<file path="config.mk">
export PLATFORM = sky130hd
export DESIGN_NAME = cd_text_pack_parser_flat
export DESIGN_NICKNAME = d
export VERILOG_FILES = /design/src/rtl/cdtp_pkg.sv /design/src/rtl/cdtp_if.sv /design/src/rtl/cdtp_result_reg.sv /design/src/rtl/cd_text_pack_parser.sv /design/src/flat_wrapper.sv
export SDC_FILE = /design/constraint.sdc
export NUM_CORES = 1
export LEC_CHECK = 0
export BUFFER_PORTS_ARGS = -buffer_cell sky130_fd_sc_hd__buf_4
export CORE_ASPECT_RATIO = 0.9
export CORE_MARGIN = 5
export CORE_UTILIZATION = 28
export CTS_BUF_LIST = sky130_fd_sc_hd__clkbuf_8
export CTS_CLUSTER_DIAMETER = 80
export CTS_CLUSTER_SIZE = 24
export DETAILED_ROUTE_END_ITERATION = 7
export PLACE_DENSITY = 0.43
export SKIP_LAST_GASP = 1
export SLEW_MARGIN = 20
export SYNTH_ARGS = -nofsm -noshare
export SYNTH_HDL_FRONTEND = slang
export SYNTH_SLANG_ARGS = --single-unit
export TNS_END_PERCENT = 50
</file>
<file path="constraint.sdc">
create_clock -name clk -period 5.5 [get_ports clk]
set_input_delay 0.55 -clock clk [delete_from_list [all_inputs] [get_ports clk]]
set_output_delay 0.55 -clock clk [all_outputs]
set_load 0.01 [all_outputs]
</file>
<file path="src/rtl/cdtp_pkg.sv">
// ----------------------------------------------------------------------------
// CD-TEXT pack parser package
// Pack layout constants, pack type codes and the result record.
// ----------------------------------------------------------------------------
package cdtp_pkg;

  localparam int unsigned PACK_BYTES  = 18;
  localparam int unsigned TEXT_BYTES  = 12;
  localparam int unsigned TEXT_FIRST  = 4;
  localparam int unsigned HEADER_BYTES = 4;
  localparam int unsigned MAX_PACKS   = 255;

  localparam logic [7:0] TYPE_TITLE     = 8'h80;
  localparam logic [7:0] TYPE_PERFORMER = 8'h81;
  localparam logic [7:0] TYPE_MESSAGE   = 8'h85;

  localparam logic [1:0] KIND_TITLE     = 2'd0;
  localparam logic [1:0] KIND_PERFORMER = 2'd1;
  localparam logic [1:0] KIND_MESSAGE   = 2'd2;

  typedef struct packed {
    logic [7:0] text_char;
    logic [7:0] track_number;
    logic [1:0] text_kind;
    logic       string_end;
  } result_t;

  typedef struct packed {
    logic    valid;
    logic [1:0] code;
  } kind_t;

  function automatic kind_t kind_decode(input logic [7:0] pack_type);
    kind_t k;
    k.valid = 1'b1;
    case (pack_type)
      TYPE_TITLE:     k.code = KIND_TITLE;
      TYPE_PERFORMER: k.code = KIND_PERFORMER;
      TYPE_MESSAGE:   k.code = KIND_MESSAGE;
      default: begin
        k.valid = 1'b0;
        k.code  = KIND_TITLE;
      end
    endcase
    return k;
  endfunction

endpackage

</file>
<file path="src/rtl/cdtp_if.sv">
// ----------------------------------------------------------------------------
// CD-TEXT pack parser stream interfaces
// Valid/ready channels for response bytes and text results.
// ----------------------------------------------------------------------------
interface cdtp_in_if;
  logic       valid;
  logic       ready;
  logic [7:0] data_byte;
  logic       start_req;

  modport source (output valid, data_byte, start_req, input ready);
  modport sink   (input valid, data_byte, start_req, output ready);
endinterface

interface cdtp_out_if;
  logic       valid;
  logic       ready;
  logic [7:0] text_char;
  logic [7:0] track_number;
  logic [1:0] text_kind;
  logic       string_end;

  modport source (output valid, text_char, track_number, text_kind, string_end,
                  input ready);
  modport sink   (input valid, text_char, track_number, text_kind, string_end,
                  output ready);
endinterface

</file>
<file path="src/rtl/cdtp_result_reg.sv">
// ----------------------------------------------------------------------------
// CD-TEXT result register
// Holds one result until the downstream transfer; reports room for a load.
// ----------------------------------------------------------------------------
module cdtp_result_reg (
  input  logic                 clk,
  input  logic                 rst,
  input  logic                 load,
  input  cdtp_pkg::result_t    result,
  output logic                 room,
  cdtp_out_if.source           out_stream
);

  logic              valid;
  cdtp_pkg::result_t held;

  assign room = !valid || out_stream.ready;

  always_ff @(posedge clk) begin
    if (rst) begin
      valid <= 1'b0;
    end else if (load) begin
      valid <= 1'b1;
    end else if (out_stream.ready) begin
      valid <= 1'b0;
    end
  end

  always_ff @(posedge clk) begin
    if (load) begin
      held <= result;
    end
  end

  assign out_stream.valid        = valid;
  assign out_stream.text_char    = held.text_char;
  assign out_stream.track_number = held.track_number;
  assign out_stream.text_kind    = held.text_kind;
  assign out_stream.string_end   = held.string_end;

endmodule

</file>
<file path="src/rtl/cd_text_pack_parser.sv">
// ----------------------------------------------------------------------------
// CD-TEXT pack parser
// Skips the response header, checks 18-byte packs and streams out text.
// ----------------------------------------------------------------------------
// One response byte is taken per clock whenever the result register is empty
// or being drained in the same cycle; each byte is decoded in that cycle and
// its character (if any) appears on the output in the next cycle. Throughput is
// one byte per cycle, limited only by backpressure on the single-entry result
// register. Title, performer and message packs of the selected block whose
// sequence numbers run in order produce one result per text byte; a zero byte
// gives a string end and bumps the track. An out-of-order pack or the 255th
// pack stops parsing until a byte arrives with start_req set.
module cd_text_pack_parser (
  input  logic        clk,
  input  logic        rst,
  input  logic        cfg_wr_en,
  input  logic [2:0]  cfg_wr_data,
  cdtp_in_if.sink     in_stream,
  cdtp_out_if.source  out_stream
);

  logic [2:0] block_select;
  logic [2:0] header_left, header_left_next;
  logic [4:0] byte_position, byte_position_next;
  logic [7:0] expected_sequence, expected_sequence_next;
  logic       halted, halted_next;
  logic       pack_accepted, pack_accepted_next;
  cdtp_pkg::kind_t pack_kind, pack_kind_next;
  logic [7:0] track_counter, track_counter_next;

  logic       room;
  logic       xfer;
  logic       emit;
  cdtp_pkg::result_t result;

  logic [2:0] hl;
  logic [4:0] pos;
  logic [7:0] seq;
  logic [7:0] seq_inc;
  logic       halt_in;
  logic       acc_in;
  logic [7:0] b;

  assign in_stream.ready = room;
  assign xfer = in_stream.valid && room;
  assign b    = in_stream.data_byte;

  always_comb begin
    hl      = in_stream.start_req ? 3'(cdtp_pkg::HEADER_BYTES) : header_left;
    pos     = in_stream.start_req ? 5'd0 : byte_position;
    seq     = in_stream.start_req ? 8'd0 : expected_sequence;
    halt_in = in_stream.start_req ? 1'b0 : halted;
    acc_in  = in_stream.start_req ? 1'b0 : pack_accepted;
    seq_inc = seq + 8'd1;

    header_left_next       = hl;
    byte_position_next     = pos;
    expected_sequence_next = seq;
    halted_next            = halt_in;
    pack_accepted_next     = acc_in;
    pack_kind_next         = pack_kind;
    track_counter_next     = track_counter;
    emit                   = 1'b0;
    result.text_char       = b;
    result.track_number    = track_counter;
    result.text_kind       = pack_kind.code;
    result.string_end      = (b == 8'd0);

    if (halt_in) begin
      // ignore
    end else if (hl != 3'd0) begin
      header_left_next = hl - 3'd1;
    end else if (pos == 5'd2 && b != seq) begin
      halted_next = 1'b1;
    end else begin
      if (pos == 5'd0) begin
        pack_kind_next     = cdtp_pkg::kind_decode(b);
        pack_accepted_next = 1'b0;
      end else if (pos == 5'd1) begin
        track_counter_next = b;
      end else if (pos == 5'd3) begin
        pack_accepted_next = pack_kind.valid && (b[6:4] == block_select);
      end else if (pos >= 5'(cdtp_pkg::TEXT_FIRST) &&
                   pos < 5'(cdtp_pkg::TEXT_FIRST + cdtp_pkg::TEXT_BYTES)) begin
        if (acc_in && pack_kind.valid) begin
          emit = 1'b1;
          if (b == 8'd0) begin
            track_counter_next = track_counter + 8'd1;
          end
        end
      end

      if (pos == 5'(cdtp_pkg::PACK_BYTES - 1)) begin
        byte_position_next     = 5'd0;
        pack_accepted_next     = 1'b0;
        expected_sequence_next = seq_inc;
        if (seq_inc >= 8'(cdtp_pkg::MAX_PACKS) || seq_inc == 8'd0) begin
          halted_next = 1'b1;
        end
      end else begin
        byte_position_next = pos + 5'd1;
      end
    end
  end

  always_ff @(posedge clk) begin
    if (rst) begin
      block_select      <= 3'd0;
      header_left       <= 3'(cdtp_pkg::HEADER_BYTES);
      byte_position     <= 5'd0;
      expected_sequence <= 8'd0;
      halted            <= 1'b0;
      pack_accepted     <= 1'b0;
      pack_kind         <= '0;
      track_counter     <= 8'd0;
    end else begin
      if (cfg_wr_en) begin
        block_select <= cfg_wr_data;
      end
      if (xfer) begin
        header_left       <= header_left_next;
        byte_position     <= byte_position_next;
        expected_sequence <= expected_sequence_next;
        halted            <= halted_next;
        pack_accepted     <= pack_accepted_next;
        pack_kind         <= pack_kind_next;
        track_counter     <= track_counter_next;
      end
    end
  end

  cdtp_result_reg u_result (
    .clk        (clk),
    .rst        (rst),
    .load       (xfer && emit),
    .result     (result),
    .room       (room),
    .out_stream (out_stream)
  );

  a_end_is_zero: assert property (@(posedge clk) disable iff (rst)
    out_stream.valid && out_stream.string_end |-> out_stream.text_char == 8'd0)
    else $error("string end with nonzero character");

  a_kind_legal: assert property (@(posedge clk) disable iff (rst)
    out_stream.valid |-> out_stream.text_kind != 2'd3)
    else $error("illegal text kind");

  a_halt_sticky: assert property (@(posedge clk) disable iff (rst)
    halted && !(xfer && in_stream.start_req) |=> halted)
    else $error("halt released without start");

  a_pos_range: assert property (@(posedge clk) disable iff (rst)
    byte_position < 5'(cdtp_pkg::PACK_BYTES))
    else $error("byte position out of pack");

  a_accept_needs_kind: assert property (@(posedge clk) disable iff (rst)
    pack_accepted |-> pack_kind.valid)
    else $error("pack accepted with unknown type");

endmodule

</file>
<file path="src/flat_wrapper.sv">
// flat-port wrapper written by rule: the top's interface ports become plain ports
module cd_text_pack_parser_flat 
  (clk, rst, cfg_wr_en, cfg_wr_data, in_stream_valid, in_stream_data_byte, in_stream_start_req, in_stream_ready, out_stream_valid, out_stream_text_char, out_stream_track_number, out_stream_text_kind, out_stream_string_end, out_stream_ready);
  cdtp_in_if in_stream_i ();
  cdtp_out_if out_stream_i ();
  input  logic clk;
  input  logic rst;
  input  logic cfg_wr_en;
  input  logic [2:0] cfg_wr_data;
  input wire logic [$bits(in_stream_i.valid)-1:0] in_stream_valid;
  input wire logic [$bits(in_stream_i.data_byte)-1:0] in_stream_data_byte;
  input wire logic [$bits(in_stream_i.start_req)-1:0] in_stream_start_req;
  output wire logic [$bits(in_stream_i.ready)-1:0] in_stream_ready;
  output wire logic [$bits(out_stream_i.valid)-1:0] out_stream_valid;
  output wire logic [$bits(out_stream_i.text_char)-1:0] out_stream_text_char;
  output wire logic [$bits(out_stream_i.track_number)-1:0] out_stream_track_number;
  output wire logic [$bits(out_stream_i.text_kind)-1:0] out_stream_text_kind;
  output wire logic [$bits(out_stream_i.string_end)-1:0] out_stream_string_end;
  input wire logic [$bits(out_stream_i.ready)-1:0] out_stream_ready;
  assign in_stream_i.valid = in_stream_valid;
  assign in_stream_i.data_byte = in_stream_data_byte;
  assign in_stream_i.start_req = in_stream_start_req;
  assign in_stream_ready = in_stream_i.ready;
  assign out_stream_valid = out_stream_i.valid;
  assign out_stream_text_char = out_stream_i.text_char;
  assign out_stream_track_number = out_stream_i.track_number;
  assign out_stream_text_kind = out_stream_i.text_kind;
  assign out_stream_string_end = out_stream_i.string_end;
  assign out_stream_i.ready = out_stream_ready;
  cd_text_pack_parser u_core (.clk(clk), .rst(rst), .cfg_wr_en(cfg_wr_en), .cfg_wr_data(cfg_wr_data), .in_stream(in_stream_i), .out_stream(out_stream_i));
endmodule
</file>
==> metrics.cfg <==
[drt]
routed_wl_um=8350
num_vias=2686
wl_per_cell_um=16.8
dr.pass1.iters=4
vias_per_cell=5.42
drc=0
antenna_left=0
drtIter0Drc=179

[sta]
drv_slew=0
rsz0062_at_grt=false
min_period_ns=3.32
period_share_pct=60.4
relSlewSlack_pct=37.8
tns_ns=0
hold_violations=0
clock_skew_ns=0.00923
setup_viol=0
max_slew.worst_pin.slew_ns=0.932
max_freq_mhz=301

[clock_network]
hold_buffers=0
clk_latency_ns=0.32
cts-root-buf=clkbuf_8
cts_tree=built
post_cts_resized=0
clock_path_buffers=2
post-cts-setup-buffers=0
clock_sinks=52
numCtsBuffers=5
htreeDepth=2
clkTransAtPathRegs_ns=0.11

[layout]
drive_gt1_share_pct=14.3
post-route-util_pct=32.2
fill_cells=1132
nets=389
syn_to_final_growth_pct=13.6
layout_commonest_cell=buf_4
fin_cells=496
antenna_cells=0
stdcell_area_um2=3450
most-common-layout-cells=37 x buf_4, 35 x nor2_1, 33 x dfxtp_1

[placed_design]
portBuffers=37
routabilityCongestion=0.819
dp.cells=488
postPlaceCellArea_um2=3360
dp_hpwl_um=5960

[logic_synthesis]
synth.avg_cell_area_um2=8.81
synth_cells=345
synth_edf_count=19
ys.flop_type=dfxtp_1
syn_nets=372
ys_async_sr_fraction_pct=0
ys_seq_area_share_pct=40.5
yosys_warnings=0
synth-seq-cells=52
netlist_area_um2=3040
ys_types=59

[pwr]
peakVddDrop_mv=0.0834
powerDensity_nw_per_um2=204
p_leak_nw=1.25
total_power_uw=703

[global_routing]
grt_use_total_pct=13.1
antenna_found_initial=0
grt_pass1_vias=2596
grt_pass1_wl_um=13700
grt_max_degree=40
overflow=0

[floorplanning]
num_io_pins=38
rows=36
start_util_pct=28.3
dieHeight_um=109
die_area_um2=13000
die_w_um=120
core_um2=10700

[setup_path]
worstPathArrival_ns=3.55
start_kind=input port
path_class=input port to flop
cp_data_required_time_ns=5.73
worstRegToRegCells=8
cp-end-kind=flop
cp_max_fo=39

[status]
status=finished clean

[flow_run]
cap_violations=0

[min_path]
whs_path_depth=0
min_path_type=flop to flop

==> worst paths after layout <==
check | startpoint | slack [ns] | end
setup / recovery | in_stream_start_req | 2.18 | u_core.track_counter[7]
hold / removal | u_core.pack_kind[0] | 0.44 | u_core.u_result.out_stream.text_kind[0]
setup reg to reg | u_core.byte_position[0] | 2.72 | u_core.track_counter[7]
hold reg to reg | u_core.pack_kind[0] | 0.44 | u_core.u_result.out_stream.text_kind[0]
==> registers in the layout (all words and copies together) (netlist names) <==
signal                                   count
u_core.block_select                          3
u_core.u_result.out_stream.string_end        1
u_core.expected_sequence                     8
u_core.byte_position                         5
u_core.pack_kind                             3
u_core.pack_accepted                         1
u_core.u_result.out_stream.valid             1
u_core.track_counter                         8
u_core.u_result.out_stream.track_number      8
u_core.halted                                1
u_core.u_result.out_stream.text_kind         2
u_core.u_result.out_stream.text_char         8
u_core.header_left                           3
==> critical path: stages <==
cell,delay [ns]
buf_4,0.23
inv_1,0.42
nand2_1,0.18
inv_1,0.14
ha_1,0.20
o21a_1,0.56
a21oi_1,0.09
a211o_1,0.42
or2_0,0.42
o32ai_1,0.33
==> metrics by stage <==
stage          hold WS, ns  worst slack [ns]
6_report             0.438              2.18
2_1_floorplan        0.408              2.55
3_5_place_dp         0.422              1.88
4_1_cts              0.440              2.21
3_3_place_gp         0.419              2.02
5_1_grt              0.431              1.93
==> logic make-up after synthesis <==
logic type,count (synthesis),share of synthesized area [%]
DFF,52,40.5
xor gates and xnor gates,13,3.75
buffers and inverters,39,5.60
adders and majority gates,10,4.12
AOI/OAI and AO/OA,85,18.8
muxes,8,2.68
and+or+nand+nor,138,24.5
==> layer usage <==
metal  GRT usage [%]  vias up  share of wire, %  routed length (um)
li1                -     1300                 -                   -
met1            18.9     1298                50                4180
met2            20.0       79                43                3550
met3            2.70        9               6.2                 518
met4            3.35        0               1.2                  97
met5               0        -                 0                   0
==> synthesized netlist by cell type (all sizes together), types with 8 or more instances <==
master,n,share of area (%)
nor2,35,4.3
o21ai,19,3.1
buf,10,2.0
a22oi,8,2.0
inv,12,1.5
nand2,27,3.3
edfxtp,19,19
xnor2,9,2.6
nand3,13,2.1
a21oi,17,2.8
clkbuf,17,2.1
dfxtp,33,22
nand4,11,2.3
ha,10,4.1
==> report_power, final <==
group	leakage, nW	total [mW]	internal (mW)	switching, mW
logic	0.735	0.0622	0.0222	0.0400
registers	0.465	0.403	0.400	0.00271
clock network	0.0452	0.238	0.0932	0.145
total	1.25	0.703	0.516	0.188
==> layout make-up <==
cell class / count / area (um^2) / area share (%)
Clock buffer: 5 / 68.8 / 1.99
Clock inverter: 3 / 25.0 / 0.725
Inverter: 12 / 45.0 / 1.31
Multi-Input combinational cell: 254 / 1640 / 47.4
Sequential cell: 52 / 1230 / 35.7
Tap cell: 133 / 166 / 4.82
Timing Repair Buffer: 37 / 278 / 8.05
(Power assumes the default switching activity.)
